[config.mk]
export PLATFORM = sky130hd
export DESIGN_NAME = hvn_fifo
export DESIGN_NICKNAME = d
export VERILOG_FILES = /design/src/hdl/hvn_pkg.sv /design/src/hdl/hvn_fifo.sv
export SDC_FILE = /design/constraint.sdc
export NUM_CORES = 1
export LEC_CHECK = 0
export BUFFER_PORTS_ARGS = -buffer_cell sky130_fd_sc_hd__buf_2
export CELL_PAD_IN_SITES_DETAIL_PLACEMENT = 0
export CELL_PAD_IN_SITES_GLOBAL_PLACEMENT = 1
export CORE_UTILIZATION = 50
export CTS_CLUSTER_DIAMETER = 60
export DETAILED_ROUTE_END_ITERATION = 6
export HOLD_SLACK_MARGIN = 0.03
export PLACE_DENSITY = 0.87
export REMOVE_ABC_BUFFERS = 1
export SLEW_MARGIN = 20
export SYNTH_ARGS = -nofsm -noshare
export SYNTH_HDL_FRONTEND = slang
export SYNTH_SLANG_ARGS = --single-unit
[constraint.sdc]
create_clock -name clk -period 14.4 [get_ports clk]
set_clock_uncertainty 0.05 [all_clocks]
set_input_delay 4.32 -clock clk [delete_from_list [all_inputs] [get_ports clk]]
set_output_delay 4.32 -clock clk [all_outputs]
set_load 0.02 [all_outputs]
[src/hdl/hvn_pkg.sv]
// hvn_pkg: shared types and constants of the heightmap vertex normal generator.
// Used by every module under hdl/; depends on nothing.
package hvn_pkg;

  // Grid coordinates cover a grid of up to 4096 vertices a side
  localparam int COORD_W   = 12;
  localparam int SAMPLE_W  = 16;
  localparam int CFG_W     = 24;
  localparam int CFG_IDX_W = 2;

  // Register indexes of the configuration port
  localparam logic [CFG_IDX_W-1:0] REG_GRID_WIDTH  = 2'd0;
  localparam logic [CFG_IDX_W-1:0] REG_GRID_HEIGHT = 2'd1;
  localparam logic [CFG_IDX_W-1:0] REG_WORLD_X     = 2'd2;
  localparam logic [CFG_IDX_W-1:0] REG_WORLD_Z     = 2'd3;

  // Input item kinds (tuser)
  localparam logic OP_SAMPLE = 1'b0;
  localparam logic OP_FLUSH  = 1'b1;

  // Stream widths
  localparam int IN_DATA_W  = 16;
  localparam int OUT_DATA_W = 216;

  // Shared bit-serial divider lanes
  localparam int DIV_NUM_W = 48;
  localparam int DIV_DEN_W = 34;
  localparam int DIV_LANES = 8;

  // Job queue between front and back
  localparam int JOB_Q_DEPTH = 4;

  // Slope saturation, 2^31-1
  localparam logic [30:0] SLOPE_MAX = 31'h7FFF_FFFF;
  localparam logic [14:0] NORM_MAX  = 15'h7FFF;

  // Grid configuration as the datapath sees it (sizes kept as size minus one)
  typedef struct packed {
    logic [COORD_W-1:0] w1;
    logic [COORD_W-1:0] h1;
    logic [CFG_W-1:0]   wsx;
    logic [CFG_W-1:0]   wsz;
  } grid_cfg_t;

  // One vertex to compute: its place and its five neighborhood heights
  typedef struct packed {
    logic [COORD_W-1:0]  x;
    logic [COORD_W-1:0]  z;
    logic [SAMPLE_W-1:0] lv;
    logic [SAMPLE_W-1:0] cv;
    logic [SAMPLE_W-1:0] rv;
    logic [SAMPLE_W-1:0] tv;
    logic [SAMPLE_W-1:0] bv;
    logic                last;
  } vtx_job_t;

endpackage

[src/hdl/hvn_fifo.sv]
// hvn_fifo: short queue of vertex jobs between the front and the back.
// Depends on hvn_pkg (vtx_job_t, JOB_Q_DEPTH).
module hvn_fifo import hvn_pkg::*; (
  input  logic     clk,
  input  logic     rst,
  input  logic     push,
  input  vtx_job_t din,
  output logic     full,
  input  logic     pop,
  output vtx_job_t dout,
  output logic     empty
);

  localparam int PW = $clog2(JOB_Q_DEPTH);

  vtx_job_t        slots [JOB_Q_DEPTH];
  logic [PW-1:0]   wr_ptr;
  logic [PW-1:0]   rd_ptr;
  logic [PW:0]     count;

  assign full  = (count == (PW+1)'(JOB_Q_DEPTH));
  assign empty = (count == '0);
  assign dout  = slots[rd_ptr];

  // Payload slots
  always_ff @(posedge clk) begin
    if (push && !full) begin
      slots[wr_ptr] <= din;
    end
  end

  // Pointers and fill count
  always_ff @(posedge clk) begin
    if (rst) begin
      wr_ptr <= '0;
      rd_ptr <= '0;
      count  <= '0;
    end else begin
      if (push && !full) wr_ptr <= wr_ptr + 1'b1;
      if (pop && !empty) rd_ptr <= rd_ptr + 1'b1;
      unique case ({push && !full, pop && !empty})
        2'b10:   count <= count + 1'b1;
        2'b01:   count <= count - 1'b1;
        default: count <= count;
      endcase
    end
  end

endmodule

# [Word-level counts from Yosys, hierarchy flattened]
# Memories as Yosys holds them, arrays and structs flattened. A register that Yosys moved wholly into a read port is not among the register bits.
# Cells that the tools add are included.
# W data, S select, Z words.
[totals] out_inout_bits=107 elab_cells=22 ram_bits=420 inputBits=109 reg_bits=7 memories=1
[mem_list] memory="slots" depth=4 width=105 read_ports=1 rd_clocked_by_memory_dff=1 write_ports=1 line="hvn_fifo.sv:16" rtl="vtx_job_t slots [JOB_Q_DEPTH];"
[op_classes] muxes=5 n_reduce_logical=6 addsub=4 eq_ne=3
[op_table] operator="$pmux W3 S2" n=1
[op_table] operator="$add A2 B1 Y2 const B" n=2
[op_table] operator="$mux W2" n=2
[op_table] operator="$add A3 B1 Y3 const B" n=1
[op_table] operator="$eq A3 B3 Y1 const B" n=1
[op_table] operator="$logic_not A3 Y1" n=1
[op_table] operator="$sub A3 B1 Y3 const B" n=1
[op_table] operator="$eq A2 B1 Y1 const B" n=1
[op_table] operator="$eq A2 B2 Y1 const B" n=1
[op_table] operator="$logic_and A1 B1 Y1" n=2
[op_table] operator="$logic_not A1 Y1" n=2
[op_table] operator="$mux W1" n=2
[op_table] operator="$reduce_bool A2 Y1" n=1

# [Longest topological paths before layout]
# Gate-level depths: netlist (run 1).
[logic_depth] depth_word=5 mapped_depth=9 depth_no_buf=9

# [Worst setup path before layout (run 1)]
# No wires, ideal clock.
[synth_timing] kind="in2reg" start="input port push" end="memory slots[0][0] in the netlist's numbering (enable)" path_slack_ns=6.801 t_arrival_ns=7.073 path_buffers=0 path_stages=3 required_time_ns=13.874 setup_time_ns=0.476 cell_sequence="inv_1 nor2_1 and2_1"
[synth_via] elab_chain_len=3
[synth_rtl] element="start: declaration" line="hvn_fifo.sv:6" rtl="input logic push,"
[synth_rtl] element="$logic_and A1 B1 Y1" line="hvn_fifo.sv:27" rtl="if (push && !full) begin"
[synth_rtl] element="$mux W1" line="hvn_fifo.sv:27"
[synth_rtl] element="$mux W1 (not written as such)" line="hvn_fifo.sv:28" rtl="slots[wr_ptr] <= din;"
[synth_rtl] element="end: declaration" line="hvn_fifo.sv:16"
# Every way passes these cells.

==> out/results.tsv, run 1 <==
stage	metric	value	unit
status	outcome	finished, final reports clean	
placed_design	post-DP HPWL	15900	um
clock_network	cts bufs inserted	43	
power_and_ir_drop	leakage	6.11	nW
detailed_routing	Vias/cell	5.52	
placed_design	setup slack after placement	7520	ps
detailed_routing	first-pass detailed-route iteration total	4	
clock_network	Worst-path clk slew	60	ps
detailed_routing	Avg WL per Cell	22.3	um
global_route	gr usage total	0.178	
worst_setup_path	Max FO, Critical Path	55	
worst_setup_path	Slowest cell on crit path	dfxtp_4	
placed_design	Placer Congestion	0.682	
clock_network	clk root buf	clkbuf_16	
logic_synthesis	FF+latch count, synth	429	
floorplanning	Starting Density	0.510	
logic_synthesis	post-synthesis sequential area ratio	0.819	
global_route	first-pass GRT wire length	42000	um
timing	hold slack	461	ps
worst_hold_path	worst hold path class	reg2reg	
power_and_ir_drop	peak supply drop	0.155	mV
finish	Syn-to-layout area delta	17.3	%
logic_synthesis	Syn Area/Cell	25.9	um^2
timing	RSZ-0062 raised after global routing	no	
timing	Peak Freq	139	MHz
worst_setup_path	Setup crit start kind	register	
timing	Final Hold Viols	0	
floorplanning	total die area	0.0320	mm^2
timing	setup ws final	7220	ps
finish	layout cells sized above 1	0.447	
clock_network	setup bufs post-CTS	0	
detailed_routing	Residual DRC	0	
logic_synthesis	Synth Area in Adders	0.00528	
clock_network	Clock H-tree levels	2	
global_route	Congestion Overflow GR	0	
worst_setup_path	largest stage delay on the critical path	860	ps
clock_network	hold_buf cts	0	
global_route	vias in the first global route	7445	
worst_setup_path	Worst EP arrival	2810	ps
timing	Worst-Margin Slew	1000	ps
clock_network	TritonCTS clock tree	built	
clock_network	clock sinks	429	
clock_network	clock buffer depth	3	
finish	Final nets	960	
logic_synthesis	main combinational cell family by area after synthesis	multiplexers	
timing	Setup TNS	0	ps
floorplanning	Ports	216	
worst_setup_path	CP Cell Sequence	buf_4 -> mux4_2 -> buf_2	
clock_network	clock latency on the worst-skew pair	520	ps
logic_synthesis	Cells after Synth	603	
flow_run	max_cap viols	0	
logic_synthesis	complex-gate fraction of the synthesized area	0.00272	
timing	Tmin final	7180	ps
power_and_ir_drop	pwr dens	181	mW/mm^2
logic_synthesis	simple-gate share of the synthesized area	0.00608	
timing	Slew Limit Fails	0	
detailed_routing	Post-Route WL	28300	um
global_route	largest net degree at the start of global routing	63	
finish	Layout Utilization	0.598	
worst_setup_path	Setup crit end kind	output port	
logic_synthesis	xor and xnor area share after synthesis	0.00168	
floorplanning	Die X	179	um
global_route	initial antenna violation count	4	
timing	worst rel slew slack	0.332	
clock_network	post-CTS sizing	0	
timing	setup violators final	0	
floorplanning	row cnt	64	
logic_synthesis	post-synthesis cell area	0.0156	mm^2
logic_synthesis	proportion of synthesized area in mux cells	0.152	
worst_setup_path	WS Path Type	reg2out	
logic_synthesis	Syn. warnings	0	
floorplanning	Core Box Area	0.0307	mm^2
placed_design	I/O Buffers	215	
worst_setup_path	Worst EP required	10030	ps
detailed_routing	Starting DRT DRC Count	487	
timing	fin crit share	0.499	
floorplanning	Die H	179	um
detailed_routing	Via Count	7008	
detailed_routing	Routed Antenna Nets	0	
logic_synthesis	Yosys cell types	23	
==> cells by family after synthesis <==
logic type      after synthesis
xor+xnor                      3
compound gates                8
simple gates                 18
fa+ha+maj                     6
flops                       429
mux                         106
buf+inv                      33
==> power by group <==
| part | switching [mW] | total, mW | internal, mW |
|---|---|---|---|
| clock network | 0.433 | 0.995 | 0.562 |
| registers | 0.0421 | 1.54 | 1.49 |
| logic | 0.458 | 0.791 | 0.333 |
==> final timing paths <==
check                               from                      to  slack (ps)  cells past startpoint
hold reg to reg   rd_ptr[1]$_SDFFE_PP0P_                register         460                      2
setup reg to reg   count[0]$_SDFFE_PP0P_  slots[2][38]$_DFFE_PP_       11450                      4
hold / removal    rd_ptr[1]$_SDFFE_PP0P_                register         460                      2
setup / recovery                register                 dout[3]        7220                      3
==> critical path, delay by kind of cell (launching register included) <==
kind	cells	cell delay, ps
DFF	1	860
muxes	1	430
buffers and inverters	2	960
==> Yosys cell counts <==
| library cell | n | area, um^2 |
|---|---|---|
| a21oi_1 | 4 | 20.0 |
| and2_1 | 4 | 25.0 |
| buf_1 | 1 | 3.75 |
| buf_2 | 12 | 60.1 |
| buf_6 | 1 | 11.3 |
| buf_8 | 6 | 90.1 |
| clkbuf_1 | 5 | 18.8 |
| dfxtp_1 | 9 | 180 |
| edfxtp_1 | 420 | 12600 |
| fa_1 | 1 | 20.0 |
| ha_1 | 5 | 62.6 |
| inv_1 | 8 | 30.0 |
| mux2i_1 | 1 | 10.0 |
| mux4_2 | 105 | 2360 |
| nand2_1 | 1 | 3.75 |
| nand2b_1 | 2 | 12.5 |
| nor2_1 | 6 | 22.5 |
| nor3_1 | 1 | 5.00 |
| nor3b_1 | 1 | 7.51 |
| o21ai_0 | 3 | 15.0 |
| o31ai_1 | 1 | 7.51 |
| or3_1 | 3 | 18.8 |
| xor2_1 | 3 | 26.3 |
==> cell type report <==
type | instances | area, um^2
Tap cell | 396 | 495
Antenna cell | 1 | 2.50
Fill cell | 2121 | 12300
Sequential cell | 429 | 12800
Clock inverter | 24 | 148
Multi-Input combinational cell | 141 | 2630
Timing Repair Buffer | 222 | 1130
Clock buffer | 48 | 1090
Inverter | 8 | 30.0
==> stage by stage <==
step	total power [mW]	instances	area [um^2]
floorplan	2.14	578	15400
global placement	2.36	1196	17100
detailed placement	2.37	1196	17100
CTS	3.37	1268	18300
global route	3.46	1268	18300
finish	3.32	1269	18300
==> cells in the final DEF, fill, tap and decap left out, types with 3 or more instances in the layout <==
master	synthesis	layout
and2_4	0	4
buf_4	0	7
clkinv_2	0	9
xor2_1	3	3
or3_1	3	3
o21ai_0	3	3
clkbuf_16	0	43
clkinv_1	0	10
ha_1	5	5
a21oi_1	4	4
dfxtp_1	9	7
mux4_2	105	105
inv_1	8	8
nor2_1	6	6
buf_2	12	215
clkbuf_1	5	5
edfxtp_1	420	420
==> registers in the layout (all words and copies together) (netlist names), named ones only <==
register / flops
count: 3
rd_ptr: 2
slots: 420
wr_ptr: 2
==> layer usage <==
| layer | up-vias | GRT usage | wire (um) |
|---|---|---|---|
| li1 | 3066 | - | - |
| met1 | 3654 | 0.231 | 11500 |
| met5 | - | 0 | 37 |
| met4 | 6 | 0.0410 | 369 |
| met3 | 43 | 0.0488 | 2120 |
| met2 | 239 | 0.299 | 14300 |
(Power assumes the default switching activity.)
==> run 2, diff against run 1 <==
--- a/config.mk
+++ b/config.mk
@@ -5,14 +5,15 @@
 export SDC_FILE = /design/constraint.sdc
 export NUM_CORES = 1
 export LEC_CHECK = 0
+export ABC_AREA = 1
 export BUFFER_PORTS_ARGS = -buffer_cell sky130_fd_sc_hd__buf_2
 export CELL_PAD_IN_SITES_DETAIL_PLACEMENT = 0
 export CELL_PAD_IN_SITES_GLOBAL_PLACEMENT = 1
-export CORE_UTILIZATION = 50
+export CORE_UTILIZATION = 43
 export CTS_CLUSTER_DIAMETER = 60
 export DETAILED_ROUTE_END_ITERATION = 6
 export HOLD_SLACK_MARGIN = 0.03
-export PLACE_DENSITY = 0.87
+export PLACE_DENSITY = 0.84
 export REMOVE_ABC_BUFFERS = 1
 export SLEW_MARGIN = 20
 export SYNTH_ARGS = -nofsm -noshare
==> constraint.sdc (replaced) <==
create_clock -name clk -period 6.2 [get_ports clk]
set_clock_uncertainty 0.05 [all_clocks]
set_input_delay 1.86 -clock clk [delete_from_list [all_inputs] [get_ports clk]]
set_output_delay 1.86 -clock clk [all_outputs]
set_load 0.02 [all_outputs]
==> out/results.tsv, run 2 <==
stage	metric	value	unit	change
timing	hold slack	477	ps	+16.1 ps
detailed_routing	Avg WL per Cell	18.9	um	-15%
worst_hold_path	HP Start	wr_ptr[0]$_SDFFE_PP0P_		
logic_synthesis	Syn Area/Cell	14.9	um^2	-43%
power_and_ir_drop	leakage	6.65	nW	+8.8%
placed_design	dpl cells	1714		+43%
logic_synthesis	Cells after Synth	1085		+80%
clock_network	cts bufs inserted	44		+2.3%
global_route	largest net degree at the start of global routing	132		+110%
logic_synthesis	largest cells by area after synthesis	edfxtp_1, nor2_1, o22ai_1		
logic_synthesis	Yosys cell types	22		-4.3%
clock_network	clk root buf	clkbuf_16		
logic_synthesis	top-count cell post-synth	edfxtp_1		
logic_synthesis	Post-synth EDFFs	420		unchanged
worst_hold_path	Hold EP	wr_ptr[0]$_SDFFE_PP0P_		
global_route	initial antenna violation count	11		+7
logic_synthesis	cell taking the most area after synthesis	edfxtp_1		
detailed_routing	Routed Antenna Nets	0		unchanged
worst_setup_path	Worst EP arrival	2850	ps	+40 ps
global_route	gr usage total	0.179		+0.000724
power_and_ir_drop	pwr dens	432	mW/mm^2	+140%
detailed_routing	Residual DRC	0		unchanged
logic_synthesis	Synth Area in Adders	0.00512		-0.000164
detailed_routing	first-pass detailed-route iteration total	5		+1
power_and_ir_drop	Clock power frac	0.335		+0.035
placed_design	post-DP HPWL	18400	um	+16%
worst_setup_path	Worst EP required	4290	ps	-5740 ps
worst_setup_path	reg-to-reg startpoint	count[1]$_SDFFE_PP0P_		
worst_setup_path	R2R cell count	5		+1
logic_synthesis	simple-gate share of the synthesized area	0.0562		+0.0502
finish	Reg with most FFs	slots		
logic_synthesis	main combinational cell family by area after synthesis	compound AO/OA/AOI/OAI gates		
finish	number of flip-flops in the largest register	420		unchanged
floorplanning	Die X	196	um	+9.4%
worst_hold_path	worst hold path class	reg2reg		
status	outcome	finished, final reports clean		
clock_network	hold_buf cts	0		unchanged
global_route	Congestion Overflow GR	0		unchanged
timing	Setup TNS	0	ps	unchanged
finish	most frequent cells in the layout	edfxtp_1, nor2_1, buf_2		
finish	Syn-to-layout area delta	18.1	%	
logic_synthesis	Synth Flop Type	edfxtp_1		
floorplanning	Ports	216		unchanged
finish	Sequential Area	0.0128	mm^2	unchanged
floorplanning	Starting Density	0.438		-0.0711
timing	Slew Limit Fails	0		unchanged
timing	worst rel slew slack	0.337		+0.00562
power_and_ir_drop	Logic pwr share	0.237		about the same
flow_run	max_cap viols	0		unchanged
power_and_ir_drop	peak supply drop	0.281	mV	+81%
worst_setup_path	Max FO, Critical Path	81		+47%
timing	fin crit share	0.767		
logic_synthesis	post-synthesis sequential area ratio	0.793		-0.0254
worst_setup_path	Critical R2R Capture	slots[2][52]$_DFFE_PP_		
finish	most common cell after layout, fill and taps aside	edfxtp_1		
timing	setup violators final	0		unchanged
finish	post-route non-filler standard cell count	1799		+42%
timing	Peak Freq	210	MHz	
finish	Largest regs	slots: 420 flops, count: 3 flops		
worst_setup_path	Setup crit end kind	output port		
logic_synthesis	Synth top area share	0.782		-0.0250
logic_synthesis	post-synthesis cell area	0.0161	mm^2	+3.2%
detailed_routing	Via Count	9523		+36%
floorplanning	Core Box Area	0.0368	mm^2	+20%
power_and_ir_drop	sequential power share	0.428		-0.034
clock_network	Worst-path clk slew	60	ps	about the same
worst_hold_path	hold depth	2		unchanged
global_route	first-pass GRT wire length	52100	um	+24%
power_and_ir_drop	Sw Ratio	0.304		+0.0233
finish	multi-input logic area	0.00278	mm^2	+5.7%
clock_network	setup bufs post-CTS	0		unchanged
floorplanning	total die area	0.0383	mm^2	+20%
logic_synthesis	FFs w/ async S/R, synth	0		unchanged
timing	RSZ-0062 raised after global routing	no		
detailed_routing	Post-Route WL	34000	um	+20%
worst_setup_path	Setup crit start kind	register		
clock_network	post-CTS sizing	0		unchanged
detailed_routing	Starting DRT DRC Count	631		+30%
clock_network	clock latency on the worst-skew pair	550	ps	+30 ps
logic_synthesis	complex-gate fraction of the synthesized area	0.109		+0.107
logic_synthesis	xor and xnor area share after synthesis	0		-0.00168
clock_network	clock buffer depth	3		unchanged
placed_design	Placer Congestion	0.741		+8.7%
finish	layout cells sized above 1	0.233		-0.214
logic_synthesis	proportion of synthesized area in mux cells	0		-0.152
logic_synthesis	FF+latch count, synth	429		unchanged
clock_network	TritonCTS clock tree	built		
power_and_ir_drop	Switch Pwr	2.50	mW	+170%
timing	Worst-Margin Slew	994	ps	-8.44 ps
worst_setup_path	WS Path Type	reg2out		
finish	Fill cells	3051		+44%
floorplanning	Die H	196	um	+9.4%
floorplanning	row cnt	70		+9.4%
timing	Tmin final	4760	ps	
finish	Final nets	1407		+47%
clock_network	Clock H-tree levels	2		unchanged
logic_synthesis	most frequent cells after synthesis	edfxtp_1, nor2_1, o21ai_0, o22ai_1, o21ai_1		
global_route	vias in the first global route	9318		+25%
clock_network	clock sinks	429		unchanged
logic_synthesis	Syn. warnings	0		unchanged
placed_design	I/O Buffers	215		unchanged
worst_setup_path	worst reg2reg setup slack	3640	ps	-7810 ps
power_and_ir_drop	total power	8.22	mW	+150%
timing	Final Hold Viols	0		unchanged
detailed_routing	Vias/cell	5.29		-4.1%
finish	final std cell area, no fill	0.0190	mm^2	+3.9%
placed_design	Placed Area	0.0175	mm^2	+2.5%
power_and_ir_drop	P_int	5.72	mW	+140%
[run 2: cell types whose count changed in the layout (fill, tap and decap cells not counted), moves of 7 or more]
cell       change
mux4_2       -105
inv_1         +10
nor2_1       +210
o21ai_0      +105
clkinv_1       -9
o21ai_1       +99
diode_2        +7
nand2_1       +14
bufinv_16      +8
o22ai_1      +105
[run 2: power by group through the flow]
stage / registers [mW] / logic (mW) / clock network (mW)
floorplan: 3.67 / 1.16 / 0
global placement: 3.57 / 1.94 / 0
detailed placement: 3.58 / 1.97 / 0
CTS: 3.52 / 1.98 / 2.83
global route: 3.54 / 2.12 / 2.93
finish: 3.52 / 1.95 / 2.76
[run 2: worst max path at each step]
stage	from	endpoint	slack (ps)	cells past startpoint
floorplan	register	dout[103]	-1500	3
global placement	register	dout[101]	2000	5
detailed placement	register	dout[34]	1970	5
CTS	register	dout[34]	1340	5
global route	register	dout[34]	1240	5
finish	register	dout[34]	1440	5
[run 2: critical path, stage by stage, from the launching register on]
cell	delay, ps
dfxtp_4	510
inv_4	780
buf_4	420
o21ai_1	110
o22ai_1	180
buf_2	220
[run 2: area by class of cell]
type                       instances  share of cell area
clock buffer                      56              0.0618
clock inverter                    21              0.0181
sequential                       429               0.672
antenna                            8             0.00105
inverter                          20             0.00434
tap                              468              0.0307
timing repair buffer             229              0.0660
multi-input combinational        568               0.146
[run 2: per-stage QoR]
step	setup slack (ps)	utilization
floorplan	-1500	-
global placement	2000	0.476
detailed placement	1970	0.476
CTS	1340	0.517
global route	1240	0.517
finish	1440	0.518
[run 2: routing by layer]
layer,vias to the layer above,GRT usage,part of all wire
met3,58,0.0488,0.073
met5,-,0,0.0016
li1,4514,-,-
met4,8,0.0692,0.023
met1,4675,0.230,0.42
met2,268,0.289,0.48
[run 2: logic make-up after synthesis]
family | Yosys count
and+or+nand+nor | 240
buffers and inverters | 88
adders and majority gates | 6
AOI/OAI and AO/OA | 322
DFF | 429
